<file path="src/rtl/core/hid2ps2_pkg.sv">
package hid2ps2_pkg;

    // Usage IDs at or above this bound are reported as out of range.
    localparam int KEY_TABLE_SIZE = 232;

    // Depth of the request queue between the front and back parts.
    localparam int QUEUE_DEPTH = 2;
    localparam int QUEUE_PTR_W = (QUEUE_DEPTH > 1) ? $clog2(QUEUE_DEPTH) : 1;
    localparam int QUEUE_CNT_W = $clog2(QUEUE_DEPTH + 1);

    // Longest byte sequence one key event can produce.
    localparam int MAX_BYTES = 8;
    localparam int IDX_W     = $clog2(MAX_BYTES);
    localparam int LEN_W     = $clog2(MAX_BYTES + 1);

    // Scan code set 2 bytes with a fixed meaning.
    localparam logic [7:0] BYTE_BREAK     = 8'hF0;
    localparam logic [7:0] BYTE_EXT       = 8'hE0;
    localparam logic [7:0] BYTE_EXT1      = 8'hE1;
    localparam logic [7:0] BYTE_LSHIFT    = 8'h12;
    localparam logic [7:0] BYTE_SYSRQ     = 8'h84;
    localparam logic [7:0] BYTE_PRTSCR    = 8'h7C;
    localparam logic [7:0] BYTE_LCTRL     = 8'h14;
    localparam logic [7:0] BYTE_NUMLOCK   = 8'h77;
    localparam logic [7:0] BYTE_SCROLL    = 8'h7E;

    // Result status codes.
    typedef enum logic [1:0] {
        ST_OK    = 2'd0,
        ST_NOMAP = 2'd1,
        ST_RANGE = 2'd2
    } t_status;

    // How a usage is translated.
    typedef enum logic [2:0] {
        KIND_NONE   = 3'd0,
        KIND_PLAIN  = 3'd1,
        KIND_EXT    = 3'd2,
        KIND_NAV    = 3'd3,
        KIND_PRTSCR = 3'd4,
        KIND_PAUSE  = 3'd5
    } t_kind;

    typedef struct packed {
        t_kind      kind;
        logic [7:0] code;
    } t_map;

    // One translated event as it travels from the front part to the back part.
    typedef struct packed {
        logic [MAX_BYTES-1:0][7:0] seq;
        logic [IDX_W-1:0]          last_idx;
        t_status                   status;
    } t_desc;

    function automatic t_map mk(input t_kind kind, input logic [7:0] code);
        t_map m;
        m.kind = kind;
        m.code = code;
        return m;
    endfunction

    // Usage ID to scan code lookup.
    function automatic t_map key_map(input logic [7:0] usage);
        t_map m;
        case (usage)
            8'h04: m = mk(KIND_PLAIN, 8'h1C);  8'h05: m = mk(KIND_PLAIN, 8'h32);
            8'h06: m = mk(KIND_PLAIN, 8'h21);  8'h07: m = mk(KIND_PLAIN, 8'h23);
            8'h08: m = mk(KIND_PLAIN, 8'h24);  8'h09: m = mk(KIND_PLAIN, 8'h2B);
            8'h0A: m = mk(KIND_PLAIN, 8'h34);  8'h0B: m = mk(KIND_PLAIN, 8'h33);
            8'h0C: m = mk(KIND_PLAIN, 8'h43);  8'h0D: m = mk(KIND_PLAIN, 8'h3B);
            8'h0E: m = mk(KIND_PLAIN, 8'h42);  8'h0F: m = mk(KIND_PLAIN, 8'h4B);
            8'h10: m = mk(KIND_PLAIN, 8'h3A);  8'h11: m = mk(KIND_PLAIN, 8'h31);
            8'h12: m = mk(KIND_PLAIN, 8'h44);  8'h13: m = mk(KIND_PLAIN, 8'h4D);
            8'h14: m = mk(KIND_PLAIN, 8'h15);  8'h15: m = mk(KIND_PLAIN, 8'h2D);
            8'h16: m = mk(KIND_PLAIN, 8'h1B);  8'h17: m = mk(KIND_PLAIN, 8'h2C);
            8'h18: m = mk(KIND_PLAIN, 8'h3C);  8'h19: m = mk(KIND_PLAIN, 8'h2A);
            8'h1A: m = mk(KIND_PLAIN, 8'h1D);  8'h1B: m = mk(KIND_PLAIN, 8'h22);
            8'h1C: m = mk(KIND_PLAIN, 8'h35);  8'h1D: m = mk(KIND_PLAIN, 8'h1A);
            8'h1E: m = mk(KIND_PLAIN, 8'h16);  8'h1F: m = mk(KIND_PLAIN, 8'h1E);
            8'h20: m = mk(KIND_PLAIN, 8'h26);  8'h21: m = mk(KIND_PLAIN, 8'h25);
            8'h22: m = mk(KIND_PLAIN, 8'h2E);  8'h23: m = mk(KIND_PLAIN, 8'h36);
            8'h24: m = mk(KIND_PLAIN, 8'h3D);  8'h25: m = mk(KIND_PLAIN, 8'h3E);
            8'h26: m = mk(KIND_PLAIN, 8'h46);  8'h27: m = mk(KIND_PLAIN, 8'h45);
            8'h28: m = mk(KIND_PLAIN, 8'h5A);  8'h29: m = mk(KIND_PLAIN, 8'h76);
            8'h2A: m = mk(KIND_PLAIN, 8'h66);  8'h2B: m = mk(KIND_PLAIN, 8'h0D);
            8'h2C: m = mk(KIND_PLAIN, 8'h29);  8'h2D: m = mk(KIND_PLAIN, 8'h4E);
            8'h2E: m = mk(KIND_PLAIN, 8'h55);  8'h2F: m = mk(KIND_PLAIN, 8'h54);
            8'h30: m = mk(KIND_PLAIN, 8'h5B);  8'h31: m = mk(KIND_PLAIN, 8'h5D);
            8'h32: m = mk(KIND_PLAIN, 8'h5D);  8'h33: m = mk(KIND_PLAIN, 8'h4C);
            8'h34: m = mk(KIND_PLAIN, 8'h52);  8'h35: m = mk(KIND_PLAIN, 8'h0E);
            8'h36: m = mk(KIND_PLAIN, 8'h41);  8'h37: m = mk(KIND_PLAIN, 8'h49);
            8'h38: m = mk(KIND_PLAIN, 8'h4A);  8'h39: m = mk(KIND_PLAIN, 8'h58);
            8'h3A: m = mk(KIND_PLAIN, 8'h05);  8'h3B: m = mk(KIND_PLAIN, 8'h06);
            8'h3C: m = mk(KIND_PLAIN, 8'h04);  8'h3D: m = mk(KIND_PLAIN, 8'h0C);
            8'h3E: m = mk(KIND_PLAIN, 8'h03);  8'h3F: m = mk(KIND_PLAIN, 8'h0B);
            8'h40: m = mk(KIND_PLAIN, 8'h83);  8'h41: m = mk(KIND_PLAIN, 8'h0A);
            8'h42: m = mk(KIND_PLAIN, 8'h01);  8'h43: m = mk(KIND_PLAIN, 8'h09);
            8'h44: m = mk(KIND_PLAIN, 8'h78);  8'h45: m = mk(KIND_PLAIN, 8'h07);
            8'h46: m = mk(KIND_PRTSCR, 8'h00); 8'h47: m = mk(KIND_PLAIN, 8'h7E);
            8'h48: m = mk(KIND_PAUSE, 8'h00);
            8'h49: m = mk(KIND_NAV, 8'h70);    8'h4A: m = mk(KIND_NAV, 8'h6C);
            8'h4B: m = mk(KIND_NAV, 8'h7D);    8'h4C: m = mk(KIND_NAV, 8'h71);
            8'h4D: m = mk(KIND_NAV, 8'h69);    8'h4E: m = mk(KIND_NAV, 8'h7A);
            8'h4F: m = mk(KIND_NAV, 8'h74);    8'h50: m = mk(KIND_NAV, 8'h6B);
            8'h51: m = mk(KIND_NAV, 8'h72);    8'h52: m = mk(KIND_NAV, 8'h75);
            8'h53: m = mk(KIND_PLAIN, 8'h77);  8'h54: m = mk(KIND_NAV, 8'h4A);
            8'h55: m = mk(KIND_PLAIN, 8'h7C);  8'h56: m = mk(KIND_PLAIN, 8'h7B);
            8'h57: m = mk(KIND_PLAIN, 8'h79);  8'h58: m = mk(KIND_EXT, 8'h5A);
            8'h59: m = mk(KIND_PLAIN, 8'h69);  8'h5A: m = mk(KIND_PLAIN, 8'h72);
            8'h5B: m = mk(KIND_PLAIN, 8'h7A);  8'h5C: m = mk(KIND_PLAIN, 8'h6B);
            8'h5D: m = mk(KIND_PLAIN, 8'h73);  8'h5E: m = mk(KIND_PLAIN, 8'h74);
            8'h5F: m = mk(KIND_PLAIN, 8'h6C);  8'h60: m = mk(KIND_PLAIN, 8'h75);
            8'h61: m = mk(KIND_PLAIN, 8'h7D);  8'h62: m = mk(KIND_PLAIN, 8'h70);
            8'h63: m = mk(KIND_PLAIN, 8'h71);  8'h64: m = mk(KIND_PLAIN, 8'h61);
            8'h65: m = mk(KIND_EXT, 8'h2F);
            8'h7F: m = mk(KIND_EXT, 8'h23);    8'h80: m = mk(KIND_EXT, 8'h32);
            8'h81: m = mk(KIND_EXT, 8'h21);
            8'h9A: m = mk(KIND_PRTSCR, 8'h00);
            8'hE0: m = mk(KIND_PLAIN, 8'h14);  8'hE1: m = mk(KIND_PLAIN, 8'h12);
            8'hE2: m = mk(KIND_PLAIN, 8'h11);  8'hE3: m = mk(KIND_EXT, 8'h1F);
            8'hE4: m = mk(KIND_EXT, 8'h14);    8'hE5: m = mk(KIND_PLAIN, 8'h59);
            8'hE6: m = mk(KIND_EXT, 8'h11);    8'hE7: m = mk(KIND_EXT, 8'h27);
            default: m = mk(KIND_NONE, 8'h00);
        endcase
        return m;
    endfunction

endpackage

</file>
<file path="src/rtl/core/hid_usage_to_ps2_set2_scancode.sv">
// Channel   Dir  Handshake                      Payload
// s_axis    in   s_axis_tvalid / s_axis_tready  tdata: key and flags, tuser: make or break
// m_axis    out  m_axis_tvalid / m_axis_tready  tdata: scan byte, tuser: status, tlast
//
// A key event yields one to eight output bytes, one per cycle while m_axis_tready is high;
// the back part's byte sequencer emits them in order.
// A new event is accepted every cycle while the two-entry request queue has room.
// Events pass through the queue, the request register and the output register.
// Reset is synchronous and active low; it empties the queue and the output register.
module hid_usage_to_ps2_set2_scancode
    import hid2ps2_pkg::*;
#(
    parameter int KEY_TABLE_SIZE = hid2ps2_pkg::KEY_TABLE_SIZE
)
(
    input  logic        i_clk,
    input  logic        i_rst_n,
    input  logic        s_axis_tvalid,
    output logic        s_axis_tready,
    input  logic [15:0] s_axis_tdata,   // key_usage[7:0], ctrl_held, shift_held, alt_held,
                                        // num_lock_on, auto_repeat, zero pad
    input  logic        s_axis_tuser,   // req_type
    output logic        m_axis_tvalid,
    input  logic        m_axis_tready,
    output logic [7:0]  m_axis_tdata,   // scan_byte[7:0]
    output logic [1:0]  m_axis_tuser,   // status[1:0]
    output logic        m_axis_tlast    // last_byte
);

    t_desc   w_front_desc;
    t_desc   w_q_desc;
    logic    w_q_full;
    logic    w_q_valid;
    logic    w_pop;
    logic    w_push;
    t_status w_status;

    assign s_axis_tready = !w_q_full;
    assign w_push        = s_axis_tvalid && !w_q_full;

    // Classify the event into its byte sequence.
    hid2ps2_front #(
        .KEY_TABLE_SIZE (KEY_TABLE_SIZE)
    ) u_front (
        .i_brk      (s_axis_tuser),
        .i_usage    (s_axis_tdata[7:0]),
        .i_ctrl     (s_axis_tdata[8]),
        .i_shift    (s_axis_tdata[9]),
        .i_alt      (s_axis_tdata[10]),
        .i_num_lock (s_axis_tdata[11]),
        .i_repeat   (s_axis_tdata[12]),
        .o_desc     (w_front_desc)
    );

    // Request queue between the two parts.
    hid2ps2_queue u_queue (
        .i_clk   (i_clk),
        .i_rst_n (i_rst_n),
        .i_push  (w_push),
        .i_desc  (w_front_desc),
        .o_full  (w_q_full),
        .i_pop   (w_pop),
        .o_valid (w_q_valid),
        .o_desc  (w_q_desc)
    );

    // Emit the bytes one at a time.
    hid2ps2_back u_back (
        .i_clk     (i_clk),
        .i_rst_n   (i_rst_n),
        .i_q_valid (w_q_valid),
        .i_desc    (w_q_desc),
        .o_pop     (w_pop),
        .o_valid   (m_axis_tvalid),
        .i_ready   (m_axis_tready),
        .o_byte    (m_axis_tdata),
        .o_last    (m_axis_tlast),
        .o_status  (w_status)
    );

    assign m_axis_tuser = w_status;

endmodule

</file>
<file path="src/rtl/core/hid2ps2_front.sv">
module hid2ps2_front
    import hid2ps2_pkg::*;
#(
    parameter int KEY_TABLE_SIZE = hid2ps2_pkg::KEY_TABLE_SIZE
)
(
    input  logic       i_brk,
    input  logic [7:0] i_usage,
    input  logic       i_ctrl,
    input  logic       i_shift,
    input  logic       i_alt,
    input  logic       i_num_lock,
    input  logic       i_repeat,
    output t_desc      o_desc
);

    t_map               w_map;
    logic               w_in_range;
    logic [7:0]         w_code;
    logic [LEN_W-1:0]   w_len;
    logic [MAX_BYTES-1:0][7:0] w_seq;

    // Look the usage up and check it against the table bound.
    assign w_map      = key_map(i_usage);
    assign w_code     = w_map.code;
    assign w_in_range = ({1'b0, i_usage} < 9'(KEY_TABLE_SIZE));

    // Build the byte sequence for this event.
    always_comb begin
        w_seq = '0;
        w_len = '0;
        case (w_map.kind)
            KIND_PLAIN: begin
                if (i_brk) begin
                    w_seq[0] = BYTE_BREAK;
                    w_seq[1] = w_code;
                    w_len    = LEN_W'(2);
                end else begin
                    w_seq[0] = w_code;
                    w_len    = LEN_W'(1);
                end
            end
            KIND_EXT: begin
                w_seq[0] = BYTE_EXT;
                if (i_brk) begin
                    w_seq[1] = BYTE_BREAK;
                    w_seq[2] = w_code;
                    w_len    = LEN_W'(3);
                end else begin
                    w_seq[1] = w_code;
                    w_len    = LEN_W'(2);
                end
            end
            KIND_NAV: begin
                w_seq[0] = BYTE_EXT;
                if (!i_brk) begin
                    // Fake shift: undo Shift, or add it under Num Lock.
                    if (i_shift && !i_num_lock && !i_repeat) begin
                        w_seq[1] = BYTE_BREAK;
                        w_seq[2] = BYTE_LSHIFT;
                        w_seq[3] = BYTE_EXT;
                        w_seq[4] = w_code;
                        w_len    = LEN_W'(5);
                    end else if (!i_shift && i_num_lock && !i_repeat) begin
                        w_seq[1] = BYTE_LSHIFT;
                        w_seq[2] = BYTE_EXT;
                        w_seq[3] = w_code;
                        w_len    = LEN_W'(4);
                    end else begin
                        w_seq[1] = w_code;
                        w_len    = LEN_W'(2);
                    end
                end else begin
                    w_seq[1] = BYTE_BREAK;
                    w_seq[2] = w_code;
                    w_len    = LEN_W'(3);
                    if (i_shift && !i_num_lock) begin
                        w_seq[3] = BYTE_EXT;
                        w_seq[4] = BYTE_LSHIFT;
                        w_len    = LEN_W'(5);
                    end else if (!i_shift && i_num_lock) begin
                        w_seq[3] = BYTE_EXT;
                        w_seq[4] = BYTE_BREAK;
                        w_seq[5] = BYTE_LSHIFT;
                        w_len    = LEN_W'(6);
                    end
                end
            end
            KIND_PRTSCR: begin
                if (i_alt) begin
                    // SysRq.
                    if (i_brk) begin
                        w_seq[0] = BYTE_BREAK;
                        w_seq[1] = BYTE_SYSRQ;
                        w_len    = LEN_W'(2);
                    end else begin
                        w_seq[0] = BYTE_SYSRQ;
                        w_len    = LEN_W'(1);
                    end
                end else if (!i_brk) begin
                    if (!(i_ctrl || i_shift)) begin
                        w_seq[0] = BYTE_EXT;
                        w_seq[1] = BYTE_LSHIFT;
                        w_seq[2] = BYTE_EXT;
                        w_seq[3] = BYTE_PRTSCR;
                        w_len    = LEN_W'(4);
                    end else begin
                        w_seq[0] = BYTE_EXT;
                        w_seq[1] = BYTE_PRTSCR;
                        w_len    = LEN_W'(2);
                    end
                end else begin
                    w_seq[0] = BYTE_EXT;
                    w_seq[1] = BYTE_BREAK;
                    w_seq[2] = BYTE_PRTSCR;
                    w_len    = LEN_W'(3);
                    if (!(i_ctrl || i_shift)) begin
                        w_seq[3] = BYTE_EXT;
                        w_seq[4] = BYTE_BREAK;
                        w_seq[5] = BYTE_LSHIFT;
                        w_len    = LEN_W'(6);
                    end
                end
            end
            KIND_PAUSE: begin
                // Pause has no break sequence at all.
                if (!i_brk) begin
                    if (i_ctrl) begin
                        w_seq[0] = BYTE_EXT;
                        w_seq[1] = BYTE_SCROLL;
                        w_seq[2] = BYTE_EXT;
                        w_seq[3] = BYTE_BREAK;
                        w_seq[4] = BYTE_SCROLL;
                        w_len    = LEN_W'(5);
                    end else begin
                        w_seq[0] = BYTE_EXT1;
                        w_seq[1] = BYTE_LCTRL;
                        w_seq[2] = BYTE_NUMLOCK;
                        w_seq[3] = BYTE_EXT1;
                        w_seq[4] = BYTE_BREAK;
                        w_seq[5] = BYTE_LCTRL;
                        w_seq[6] = BYTE_BREAK;
                        w_seq[7] = BYTE_NUMLOCK;
                        w_len    = LEN_W'(8);
                    end
                end
            end
            default: begin
                w_len = '0;
            end
        endcase
    end

    // Out of range and empty sequences collapse to a single status result.
    always_comb begin
        o_desc = '0;
        if (!w_in_range) begin
            o_desc.status = ST_RANGE;
        end else if (w_len == '0) begin
            o_desc.status = ST_NOMAP;
        end else begin
            o_desc.seq      = w_seq;
            o_desc.last_idx = IDX_W'(w_len - LEN_W'(1));
            o_desc.status   = ST_OK;
        end
    end

endmodule

</file>
<file path="src/rtl/core/hid2ps2_queue.sv">
module hid2ps2_queue
    import hid2ps2_pkg::*;
(
    input  logic  i_clk,
    input  logic  i_rst_n,
    input  logic  i_push,
    input  t_desc i_desc,
    output logic  o_full,
    input  logic  i_pop,
    output logic  o_valid,
    output t_desc o_desc
);

    t_desc                  r_entry [QUEUE_DEPTH];
    logic [QUEUE_PTR_W-1:0] r_wr_ptr;
    logic [QUEUE_PTR_W-1:0] r_rd_ptr;
    logic [QUEUE_CNT_W-1:0] r_count;
    logic [QUEUE_PTR_W-1:0] n_wr_ptr;
    logic [QUEUE_PTR_W-1:0] n_rd_ptr;

    assign o_full  = (r_count == QUEUE_CNT_W'(QUEUE_DEPTH));
    assign o_valid = (r_count != '0);
    assign o_desc  = r_entry[r_rd_ptr];

    // Pointer wrap at the queue depth.
    always_comb begin
        n_wr_ptr = (r_wr_ptr == QUEUE_PTR_W'(QUEUE_DEPTH - 1)) ? '0 : r_wr_ptr + 1'b1;
        n_rd_ptr = (r_rd_ptr == QUEUE_PTR_W'(QUEUE_DEPTH - 1)) ? '0 : r_rd_ptr + 1'b1;
    end

    // Entry storage.
    always_ff @(posedge i_clk) begin
        if (i_push) begin
            r_entry[r_wr_ptr] <= i_desc;
        end
    end

    // Pointers and fill level.
    always_ff @(posedge i_clk) begin
        if (!i_rst_n) begin
            r_wr_ptr <= '0;
            r_rd_ptr <= '0;
            r_count  <= '0;
        end else begin
            if (i_push) begin
                r_wr_ptr <= n_wr_ptr;
            end
            if (i_pop) begin
                r_rd_ptr <= n_rd_ptr;
            end
            if (i_push && !i_pop) begin
                r_count <= r_count + 1'b1;
            end else if (i_pop && !i_push) begin
                r_count <= r_count - 1'b1;
            end
        end
    end

endmodule

</file>
<file path="src/rtl/core/hid2ps2_back.sv">
module hid2ps2_back
    import hid2ps2_pkg::*;
(
    input  logic       i_clk,
    input  logic       i_rst_n,
    input  logic       i_q_valid,
    input  t_desc      i_desc,
    output logic       o_pop,
    output logic       o_valid,
    input  logic       i_ready,
    output logic [7:0] o_byte,
    output logic       o_last,
    output t_status    o_status
);

    t_desc            r_cur;
    logic             r_cur_valid;
    logic [IDX_W-1:0] r_idx;
    logic             r_out_valid;
    logic [7:0]       r_out_byte;
    logic             r_out_last;
    t_status          r_out_status;

    logic             w_adv;
    logic             w_emit;
    logic             w_at_last;
    logic             w_free;

    // The output register moves when it is empty or being taken.
    assign w_adv     = !r_out_valid || i_ready;
    assign w_emit    = r_cur_valid && w_adv;
    assign w_at_last = (r_idx == r_cur.last_idx);
    assign w_free    = !r_cur_valid || (w_emit && w_at_last);
    assign o_pop     = i_q_valid && w_free;

    // Current request and byte index.
    always_ff @(posedge i_clk) begin
        if (!i_rst_n) begin
            r_cur_valid <= 1'b0;
            r_idx       <= '0;
        end else if (o_pop) begin
            r_cur_valid <= 1'b1;
            r_idx       <= '0;
        end else if (w_emit && w_at_last) begin
            r_cur_valid <= 1'b0;
        end else if (w_emit) begin
            r_idx <= r_idx + 1'b1;
        end
    end

    always_ff @(posedge i_clk) begin
        if (o_pop) begin
            r_cur <= i_desc;
        end
    end

    // Output register.
    always_ff @(posedge i_clk) begin
        if (!i_rst_n) begin
            r_out_valid <= 1'b0;
        end else if (w_adv) begin
            r_out_valid <= r_cur_valid;
        end
    end

    always_ff @(posedge i_clk) begin
        if (w_emit) begin
            r_out_byte   <= r_cur.seq[r_idx];
            r_out_last   <= w_at_last;
            r_out_status <= r_cur.status;
        end
    end

    assign o_valid  = r_out_valid;
    assign o_byte   = r_out_byte;
    assign o_last   = r_out_last;
    assign o_status = r_out_status;

endmodule

</file>
<file path="config.mk">
export PLATFORM = sky130hd
export DESIGN_NAME = hid_usage_to_ps2_set2_scancode
export DESIGN_NICKNAME = d
export VERILOG_FILES = /design/src/rtl/core/hid2ps2_pkg.sv /design/src/rtl/core/hid_usage_to_ps2_set2_scancode.sv /design/src/rtl/core/hid2ps2_front.sv /design/src/rtl/core/hid2ps2_queue.sv /design/src/rtl/core/hid2ps2_back.sv
export SDC_FILE = /design/constraint.sdc
export NUM_CORES = 1
export LEC_CHECK = 0
export BUFFER_PORTS_ARGS = -buffer_cell sky130_fd_sc_hd__buf_2
export CORE_MARGIN = 2
export CORE_UTILIZATION = 25
export DETAILED_ROUTE_END_ITERATION = 10
export GPL_TIMING_DRIVEN = 0
export SYNTH_ARGS = -nofsm -noshare
export SYNTH_HDL_FRONTEND = slang
export SYNTH_SLANG_ARGS = --single-unit
</file>
<file path="constraint.sdc">
create_clock -name i_clk -period 5 [get_ports i_clk]
set_input_delay 0.75 -clock i_clk [delete_from_list [all_inputs] [get_ports i_clk]]
set_output_delay 0.75 -clock i_clk [all_outputs]
set_load 0.01 [all_outputs]
</file>
* Yosys cells after proc, flatten, opt, wreduce, memory -nomap -nowiden
Memory sizes are Yosys's and may differ from the RTL's. A register that Yosys moved wholly into a read port is not among the register bits. Index checks and enable logic that the tools add are counted. Widths: inputs -> output; s select.
Storage, ports and cells: bits in registers 28, memories 2, logic and storage cells 111, output and inout port bits 13, input port bits 21, RAM bits 136, ROM bits 2816
Memories:
- (no name shown) | words 256, width 11, rd ports 1, clocked after memory_dff 0, wr ports 0, line hid2ps2_pkg.sv:66 | case (usage)
- u_queue.r_entry | words 2, width 68, rd ports 1, clocked after memory_dff 1, wr ports 1, line hid2ps2_queue.sv:14 | t_desc r_entry [QUEUE_DEPTH];
Cells by class: equality and inequality tests 7, reduce and logical (&&, ||, !) cells 27, $add $sub $neg 6, bitwise gates (word level) 2, multiplexer cells 55, magnitude comparators 2
Operators with widths (number):
- $mux 66 | 2
- $mux 32 | 3
- $pmux 16 s5 | 1
- $pmux 24 s3 | 1
- $mux 16 | 4
- $mux 8 | 8
- $mux 63 | 1
- $mux 15 | 3
- $mux 21 | 2
- $mux 40 | 1
- $pmux 8 s4 | 1
- $mux 4 | 7
- $bmux 8 s3 | 1
- $mux 24 | 1
- $mux 23 | 1
- $pmux 4 s5 | 1
- $mux 3 | 4
- $logic_and 1x1->1 | 10
- $logic_not 1->1 | 8
- $lt 8x8->1 const B | 1
- $mux 1 | 8
- $mux 2 | 4
- $mux 7 | 1
- $eq 3x2->1 const B | 2
- 16 further kinds | 23

* Depth between registers and ports, before layout
Gate-level depths: netlist of run 1.
depth in word-level cells 10, mapped depth 17, mapped depth without buffers 12

* Modules after synthesis
A second synthesis of run 1 with hierarchy kept.
Unflattened totals: cells, all modules 885, area, all modules 11676.2 um^2
Modules (own cells, without submodules):
- hid2ps2_queue | area each 5240.0 um^2, cells an instance 237, instances 1
- hid2ps2_front | area each 3231.8 um^2, cells an instance 502, instances 1
- hid2ps2_back | area each 3194.3 um^2, cells an instance 144, instances 1
- hid_usage_to_ps2_set2_scancode | area each 10.0 um^2, cells an instance 2, instances 1

* Worst setup path after synthesis of run 1
No wires, ideal clock.
kind in2reg, start in s_axis_tdata[1], end mem u_queue.r_entry[0][18] (netlist bit), data pin, path buffers 5, data arrival time 3.639 ns, stages on the path 16, setup time 0.270 ns, path slack 1.092 ns, cell sequence clkbuf_1 -> inv_1 -> ha_1 -> buf_2 -> nor3b_1 -> a211oi_1 -> o311ai_0 -> buf_2 -> nand2_1 -> clkbuf_1 -> o31ai_1 -> a221oi_1 -> ha_1 -> a31o_1 -> buf_6 -> a21oi_1
RTL lines:
- from (decl) | line hid_usage_to_ps2_set2_scancode.sv:20 | input logic [15:0] s_axis_tdata,
- to (decl) | line hid2ps2_queue.sv:14

==> results of run 1 <==
## cell type report
type | count | area (um^2)
multi-input combinational | 524 | 3810
fill | 3633 | 25000
sequential | 164 | 4830
clock inverter | 15 | 195
inverter | 18 | 67.6
timing repair buffer | 32 | 211
clock buffer | 17 | 425
buffer | 53 | 259
tap | 461 | 577
## state kept, by name, indices dropped and copies added (netlist names)
register / count
u_back.r_cur_valid: 1
u_back.r_cur: 48
u_queue.r_rd_ptr: 1
u_back.o_byte: 8
u_queue.r_count: 2
u_queue.r_entry: 96
u_back.o_last: 1
u_queue.r_wr_ptr: 1
u_back.r_idx: 3
u_back.o_status: 2
u_back.o_valid: 1
## metal layers
metal	track usage	up-vias
met4	0.0506	2
met3	0.0232	65
met2	0.209	323
met5	0	-
li1	-	3019
met1	0.189	3233
## through the flow
| step | std cells | power [mW] |
|---|---|---|
| after global placement | 1250 | 3.30 |
| after CTS | 1285 | 4.69 |
| final | 1284 | 4.64 |
| after floorplan | 761 | 2.91 |
| after detailed placement | 1254 | 3.33 |
| after global routing | 1284 | 4.86 |
## layout by cell type (no fill, tap or decap), drive strengths merged, types with 6 or more instances in the layout
cell / Yosys / layout
nand3: 22 / 22
nor3b: 7 / 7
nor3: 16 / 16
nor2: 55 / 55
nor2b: 15 / 15
o21ai: 35 / 35
mux2: 52 / 52
nand2b: 17 / 17
clkbuf: 27 / 42
a211oi: 10 / 10
o211ai: 8 / 8
a22oi: 6 / 6
and2: 9 / 9
inv: 18 / 25
a21boi: 6 / 6
edfxtp: 155 / 155
a31oi: 8 / 8
ha: 19 / 19
nand4: 7 / 7
dfxtp: 9 / 9
a21oi: 53 / 53
or3: 6 / 6
mux4: 12 / 12
mux2i: 11 / 11
buf: 28 / 59
nand2: 53 / 53
## power by group
part	switching [mW]	leakage, nW	internal, mW
registers	0.0860	1.56	1.97
clock network	0.550	0.303	0.802
logic	0.741	1.65	0.490
total	1.38	3.52	3.26
## critical path, stage by stage
cell       delay, ns
buf_2           0.37
inv_1           0.26
ha_1            0.23
buf_2           0.21
and4b_1         0.23
a311oi_2        0.31
a221o_1         0.31
clkbuf_1        0.42
nand2_1         0.23
a21oi_1         0.17
a21oi_1         0.07
a2bb2oi_1       0.18
ha_1            0.31
a31o_1          0.27
nor3_1          0.49
## repair_timing
| item | in CTS | in global routing |
|---|---|---|
| endpoints found under the hold margin | 0 | 0 |
| endpoints found under the setup margin | 48 | 52 |
| resized for setup | 1 | 1 |
| pin swaps | 0 | 0 |
## worst paths after layout
path / start / to / cells after the start
worst min-delay path: u_back.r_cur[1]$_DFFE_PP_ / u_back.o_status[1]$_DFFE_PP_ / 0
worst min register to register: u_back.r_cur[1]$_DFFE_PP_ / u_back.o_status[1]$_DFFE_PP_ / 0
worst max register to register: u_back.r_idx[0]$_SDFFE_PP0P_ / u_queue.r_count[1]$_SDFFE_PN0P_ / 8
worst max-delay path: s_axis_tdata[1] / u_queue.r_entry[0][7]$_DFFE_PP_ / 15
## cell families (layout without fill, tap and decap cells)
kind of cell               count (synthesis)  count (layout)  synth area share
DFF                                      164             164             0.540
buffers and inverters                     73             135            0.0373
muxes                                     75              75             0.108
xor gates and xnor gates                   8               8           0.00782
and+or+nand+nor                          228             228             0.128
AOI/OAI and AO/OA                        194             194             0.152
adders and majority gates                 19              19            0.0265
==> flow_metrics.tcl, run 1 <==
set metrics [dict create \
    status "finished clean" \
    synth_area_leaders "edfxtp_1, mux2_2, mux4_2" \
    antenna_found_initial 1 \
    period_share 0.936 \
    hold_viol_final 0 \
    die_h_um 193 \
    critPathArrivalTime_ns 4.83 \
    cts_hold_buf 0 \
    wl_um 25600 \
    ys_ff_latch 164 \
    die_w_um 193 \
    grt.total_usage 0.135 \
    cts-root-buf "clkbuf_16" \
    yosys_warnings 0 \
    irDropWorstVdd_mv 0.243 \
    routed_via_density 5.17 \
    wire_per_inst_um 20.0 \
    fin_hold_ws_ns 0.417 \
    rsz0062_at_grt "no" \
    finalCoreUtilization 0.293 \
    p_leak_nw 3.52 \
    htreeDepth 4 \
    fin_ws_ns 0.318 \
    cp-start-kind "input pin" \
    io_buffers 28 \
    grt_pass1_vias 6309 \
    core_area_um2 35400 \
    synth_fp_nets 801 \
    drv_slew 0 \
    design.die.area_um2 37400 \
    grt_remaining_overflow 0 \
    numCtsBuffers 17 \
    yosys.area.top_type_share 0.519 \
    fin_crit_ns 4.68 \
    clk_path_buf_depth 2 \
    yosys-top-cells-count "edfxtp_1, nor2_1, nand2_1" \
    powerDensity_nw_per_um2 447 \
    synth_ff_type "edfxtp_1" \
    finalSetupViolations 0 \
    place_area_um2 9760 \
    r2r_slack_ns 2.37 \
    slew_headroom 0.197 \
    cts_tree "built" \
    design_area_um2 10400 \
    avgSynthCellArea_um2 11.8 \
    vias 6642 \
    fin_nets 850 \
    initial_core_util 0.253 \
    cap_violations 0 \
    worstPathRequired_ns 5.14 \
    post-place-ws_ns -0.550 \
    dr_wl_met2_um 11600 \
    topRoutingLayerUsed "met5" \
    layout-drive-gt1-share 0.209 \
    wl_met1_um 11700 \
    max_clock_freq_ghz 0.214 \
    synth_top_area_cell "edfxtp_1" \
    cts.sinks 164 \
    crit_type "input pin to register" \
    synth_edf_count 155 \
    syn_area_um2 8960 \
    diodes 0 \
    hpwlAfterDp_um 18600 \
    grt_pass1_wl_um 39000 \
    gp_congestion 0.885 \
    yosysUniqueCellTypes 80 \
    yosysSeqAreaShare 0.540 \
    setup_tns_ns 0 \
    drt_iter0_markers 816 \
    io_pins 34 \
    synthArstFlopShare 0 \
    clkTransAtPathRegs_ns 0.06 \
    fin_skew_ns 0.00941 \
    cts_setup_buffers 0 \
    wl_met3_um 1600 \
    end_kind "register" \
    first_pass_iters 6 \
    cp_max_fo 18 \
    clock_latency_ns 0.42 \
    area_growth_pct 15.8 \
    synth_most_common_cell "edfxtp_1" \
    syn_inst 761 \
    rows 69 \
    grt_max_degree 36 \
    hold_path_class "register to register" \
    drc_errors 0 \
    tightest_slew_ns 1.20 \
    ant_nets 0 \
]
No activity file was read; power rests on OpenSTA's default activity.
==> run 2, diff against run 1 <==
Settings changed: ABC_AREA set to 1.
==> run 2 against run 1 <==
  * Die area decreased by 0.93%
  * Via count increased by 11%
  * Global-route usage increased by 0.89 points
  * First-iteration DRC count decreased by 1.6%
  * Critical path depth increased by 4
==> flow_metrics.tcl, run 2 <==
set metrics [dict create \
    num-fill-cells 3753 \
    grt_pass1_wl_um 40400 \
    synth_most_common_cell "nand2_1" \
    cts.sinks 164 \
    yosysUniqueCellTypes 44 \
    cp-start-kind "input pin" \
    powerDensity_nw_per_um2 473 \
    drt_iter0_markers 803 \
    yosysSeqAreaShare 0.545 \
    largest_register_ffs 96 \
    initial_core_util 0.252 \
    layout-drive-gt1-share 0.110 \
    worstPathCellList "buf_2 -> inv_1 -> ha_1 -> inv_1 -> nand2_1 -> nand2_1 -> a21oi_1 -> nand2_1 -> nand2_2 -> nand3_2 -> nor2_2 -> nand2_1 -> o21ai_0 -> nor3_1 -> ha_1 -> nand4_2 -> inv_2 -> buf_6 -> nor2_2" \
    clkTransAtPathRegs_ns 0.06 \
    die_h_um 192 \
    critical_path.max_stage_delay_ns 0.34 \
    wl_um 26000 \
    cts_tree "built" \
    period_share 0.754 \
    synth_ff_type "edfxtp_1" \
    top_register "u_queue.r_entry" \
    cap_violations 0 \
    grt_pass1_vias 7097 \
    status "finished clean" \
    ant_nets 0 \
    clk_path_buf_depth 2 \
    finalSetupViolations 0 \
    synthArstFlopShare 0 \
    vias 7380 \
    cts-root-buf "clkbuf_16" \
    syn_area_um2 8880 \
    synth_edf_count 155 \
    max_clock_freq_ghz 0.265 \
    p_leak_nw 4.43 \
    hold_path_class "register to register" \
    worstPathRequired_ns 5.25 \
    hpwlAfterDp_um 19500 \
    slowest_stage "nor2_2" \
    io_buffers 28 \
    fin_nets 1143 \
    grt_remaining_overflow 0 \
    htreeDepth 4 \
    die_w_um 192 \
    gp_congestion 0.952 \
    wire_per_inst_um 16.5 \
    tightest_slew_ns 1.35 \
    final_cell_mix "nand2_1, edfxtp_1, nor2_1" \
    avgSynthCellArea_um2 8.43 \
    synthAdderAreaFrac 0.0268 \
    synth_xor_area_frac 0.00296 \
    crit_type "input pin to register" \
    synth_fp_nets 1093 \
    grt.total_usage 0.144 \
    yosys-top-cells-count "nand2_1, edfxtp_1, nor2_1" \
    fin_skew_ns 0.0105 \
    yosys.area.top_type_share 0.524 \
    synth_area_leaders "edfxtp_1, nand2_1, nor2_1" \
    critPathArrivalTime_ns 4.02 \
    drc_errors 0 \
    finalCoreUtilization 0.293 \
    fin_hold_ws_ns 0.422 \
    cts_setup_buffers 0 \
    cp_max_fo 13 \
    synth.mux.area_fraction 0 \
    rsz0062_at_grt "no" \
    fin_crit_ns 3.77 \
    seqCellArea_um2 4830 \
    multiInputGateArea_um2 3520 \
    first_pass_iters 6 \
    rows 69 \
    grt_max_degree 45 \
    hold_viol_final 0 \
    slew_headroom 0.0935 \
    post_cts_resized 0 \
    synth_top_area_cell "edfxtp_1" \
    synth_compound_area_frac 0.0819 \
    routed_via_density 4.68 \
    syn_inst 1053 \
    core_area_um2 35200 \
    cp_common_cell "nand2_1" \
    cts_hold_buf 0 \
    design.die.area_um2 37000 \
    end_kind "register" \
    mostFrequentLayoutCell "nand2_1" \
    irDropWorstVdd_mv 0.298 \
    setup_tns_ns 0 \
    diodes 0 \
    drv_slew 0 \
    numCtsBuffers 17 \
    area_growth_pct 16.1 \
    clock_latency_ns 0.42 \
    synthSimpleGateAreaFrac 0.283 \
    ys_ff_latch 164 \
    io_pins 34 \
    antenna_found_initial 0 \
    yosys_warnings 0 \
    synth_top_family_by_area "simple AND/OR/NAND/NOR gates" \
]
run 2: cell types whose count changed after synthesis, sizes merged, moves of 12 or more:
| cell | delta |
|---|---|
| a21oi | -14 |
| nand2 | +338 |
| inv | +70 |
| nand2b | -17 |
| nand3 | +54 |
| mux4 | -12 |
| nor2b | -15 |
| nor2 | +61 |
| mux2 | -52 |
| o21ai | +34 |
run 2: logic make-up after synthesis:
| family | after synthesis |
|---|---|
| compound gates | 132 |
| xor+xnor | 3 |
| fa+ha+maj | 19 |
| buf+inv | 132 |
| flops | 164 |
| simple gates | 603 |
run 2: power breakdown:
group	internal, mW	switching [mW]	total [mW]
registers	2.06	0.131	2.19
clock network	0.886	0.517	1.40
logic	0.357	0.930	1.29
run 2: per-layer routing:
metal / share of wire / global-route usage / up-vias / routed length, um
met3: 0.043 / 0.0202 / 63 / 1110
met4: 0.034 / 0.0546 / 0 / 883
met5: 0 / 0 / - / 0
li1: - / - / 3599 / -
met1: 0.44 / 0.189 / 3452 / 11500
met2: 0.48 / 0.240 / 266 / 12500
run 2: critical path: cells and delay by family:
kind / cells / cell delay [ns]
and+or+nand+nor: 10 / 1.52
AOI/OAI and AO/OA: 2 / 0.26
buffers and inverters: 5 / 0.91
adders and majority gates: 2 / 0.57
run 2: layout make-up:
type,instances,share of cell area
Timing Repair Buffer,31,0.0194
Multi-Input combinational cell,757,0.341
Tap cell,461,0.0560
Clock buffer,19,0.0420
Clock inverter,13,0.0200
Sequential cell,164,0.469
Buffer,41,0.0192
Inverter,91,0.0333
run 2: final timing paths:
kind | startpoint | end | slack (ns) | cells after the start
setup reg to reg | u_back.r_idx[2]$_SDFFE_PP0P_ | u_queue.r_count[1]$_SDFFE_PN0P_ | 2.66 | 10
hold / removal | u_back.r_cur[0]$_DFFE_PP_ | u_back.o_status[0]$_DFFE_PP_ | 0.42 | 0
hold reg to reg | u_back.r_cur[0]$_DFFE_PP_ | u_back.o_status[0]$_DFFE_PP_ | 0.42 | 0
setup / recovery | s_axis_tdata[1] | u_queue.r_entry[0][19]$_DFFE_PP_ | 1.23 | 19
run 2: through the flow:
step,area (um^2),setup slack (ns),power [mW],instances
after floorplan,8880,1.67,2.99,1053
after global placement,9590,0.352,3.47,1542
after detailed placement,9670,0.817,3.51,1545
after CTS,10300,1.27,4.90,1577
after global routing,10300,0.983,5.14,1577
final,10300,1.23,4.88,1577
==> run 3, diff against run 2 <==
Clock period 5 ns to 3.3 ns, I/O delays scaled along.
==> run 3 against run 2 <==
  * Non-clock buffer count grew 3
  * Via count fell by 0.38%
  * Routed wire length about the same
  * Flip-flop and latch count did not move
  * Critical path depth is 3 higher
  * Total power grew 52%
  * Sequential share of layout area fell by 0.30 points
  * Core utilization rose by 0.19 points
  * Clock power increased by 52%
  * First-iteration DRC count shrank 0.87%
  * Register-to-register slack worse by 1.7 ns
  * Critical endpoint is now u_queue.r_entry[0][25]$_DFFE_PP_
==> flow_metrics.tcl, run 3 (same netlist as run 2, synthesis figures left out) <==
set metrics [dict create \
    final_cell_mix "nand2_1, edfxtp_1, nor2_1" \
    core_area_um2 35200 \
    hold_viol_final 0 \
    crit_start "s_axis_tdata[1]" \
    wl_um 26000 \
    cp-start-kind "input pin" \
    fin_skew_ns 0.00869 \
    fin_nets 1146 \
    p_leak_nw 4.44 \
    rows 69 \
    crit_type "input pin to register" \
    cp_max_fo 13 \
    area_growth_pct 16.9 \
    drc_errors 0 \
    slew_headroom 0.115 \
    clock_latency_ns 0.43 \
    diodes 0 \
    period_share 0.923 \
    fin_crit_ns 3.05 \
    min_path_cells 4 \
    design_area_um2 10400 \
    routed_via_density 4.65 \
    io_pins 34 \
    gp_congestion 0.952 \
    status "finished clean" \
    cts.sinks 164 \
    cts_tree "built" \
    holdPathEnd "u_back.o_valid$_SDFFE_PN0N_" \
    numCtsBuffers 17 \
    grt_remaining_overflow 0 \
    final_cells 1580 \
    first_pass_iters 5 \
    r2r_slack_ns 0.95 \
    tightest_slew_ns 1.32 \
    powerDensity_nw_per_um2 713 \
    rr_endpoint "u_queue.r_count[1]$_SDFFE_PN0P_" \
    die_h_um 192 \
    end_kind "register" \
    htreeDepth 4 \
    die_w_um 192 \
    critPathArrivalTime_ns 3.22 \
    ff2ff_path_depth 10 \
    hp-start "m_axis_tready" \
    cap_violations 0 \
    clkTransAtPathRegs_ns 0.06 \
    rsz0062_at_grt "no" \
    ant_nets 0 \
    grt_max_degree 45 \
    antenna_found_initial 0 \
    largest_register_ffs 96 \
    worstPathRequired_ns 3.47 \
    initial_core_util 0.252 \
    vias 7352 \
    max_clock_freq_ghz 0.328 \
    irDropWorstVdd_mv 0.456 \
    cts-root-buf "clkbuf_16" \
    top_register "u_queue.r_entry" \
    layout-drive-gt1-share 0.122 \
    cts_hold_buf 0 \
    grt_pass1_wl_um 40400 \
    place_inst 1545 \
    io_buffers 28 \
    design.die.area_um2 37000 \
    total_power_mw 7.40 \
    finalSetupViolations 0 \
    hold_path_class "input pin to register" \
    grt_pass1_vias 7097 \
    wire_per_inst_um 16.5 \
    drv_slew 0 \
    place_area_um2 9670 \
    r2r-start "u_back.r_idx[2]$_SDFFE_PP0P_" \
    clk_path_buf_depth 2 \
    grt.total_usage 0.144 \
    mostFrequentLayoutCell "nand2_1" \
    hpwlAfterDp_um 19500 \
    drt_iter0_markers 796 \
]
run 3: cell types whose count changed in the layout (fill, tap and decap cells not counted), sizes merged:
cell,before,now
inv,89,87
clkinvlp,1,3
buf,48,50
clkbuf,43,44
run 3: worst max path at each step:
stage | slack, ns | endpoint | depth (start not counted)
after detailed placement | -0.63 | u_queue.r_entry[0][25]$_DFFE_PP_ | 20
after global routing | 0.003 | u_queue.r_entry[0][10]$_DFFE_PP_ | 22
final | 0.25 | u_queue.r_entry[0][25]$_DFFE_PP_ | 22
after floorplan | 0.20 | u_queue.r_entry[1][0]$_DFFE_PP_ | 4
after CTS | 0.02 | u_queue.r_entry[0][25]$_DFFE_PP_ | 19
after global placement | -1.09 | u_queue.r_entry[1][17]$_DFFE_PP_ | 3
run 3: where the power goes:
part	switching (mW)	internal (mW)	leakage [nW]	total, mW
sequential	0.199	3.12	1.52	3.32
clock	0.784	1.34	0.309	2.13
combinational	1.41	0.547	2.61	1.96
total	2.39	5.01	4.44	7.40
run 3: final cells by class:
type / instances / area, um^2
buffer: 41 / 200
clock buffer: 19 / 433
clock inverter: 13 / 206
fill: 3745 / 24900
inverter: 91 / 350
multi-input combinational: 757 / 3550
sequential: 164 / 4830
tap: 461 / 577
timing repair buffer: 34 / 225
run 3: critical path: stages:
cell        delay [ns]
buf_4             0.20
clkinvlp_4        0.13
buf_4             0.18
ha_1              0.22
nand2_1           0.07
inv_1             0.07
nand2_1           0.06
nand3_1           0.08
nand2_1           0.08
inv_1             0.05
nand2_2           0.11
nand2_2           0.09
nand2_1           0.09
inv_1             0.07
nand2_2           0.11
o21ai_0           0.12
nor3_2            0.20
ha_2              0.23
nand4_2           0.15
buf_4             0.21
nand2_1           0.11
inv_1             0.06
run 3: stage by stage:
stage	setup TNS [ns]	util	hold slack [ns]	setup slack, ns
after global placement	-146.62	0.272	0.401	-1.09
after global routing	0	0.295	0.351	0.00276
after floorplan	0	-	0.400	0.203
after detailed placement	-36.93	0.274	0.412	-0.628
after CTS	0	0.293	0.323	0.0247
final	0	0.295	0.330	0.254
run 3: repair_timing:
action,in CTS,in global routing
pin swaps,0,1
cloned,0,0
setup buffers,1,2
setup endpoints to repair,66,66
resized for setup,2,13
run 3: metal layers:
metal / part of all wire / wire length (um) / up-vias / GRT usage
li1: - / - / 3606 / -
met1: 0.44 / 11400 / 3425 / 0.189
met2: 0.48 / 12500 / 276 / 0.238
met3: 0.049 / 1280 / 45 / 0.0202
met4: 0.033 / 867 / 0 / 0.0581
met5: 0 / 0 / - / 0
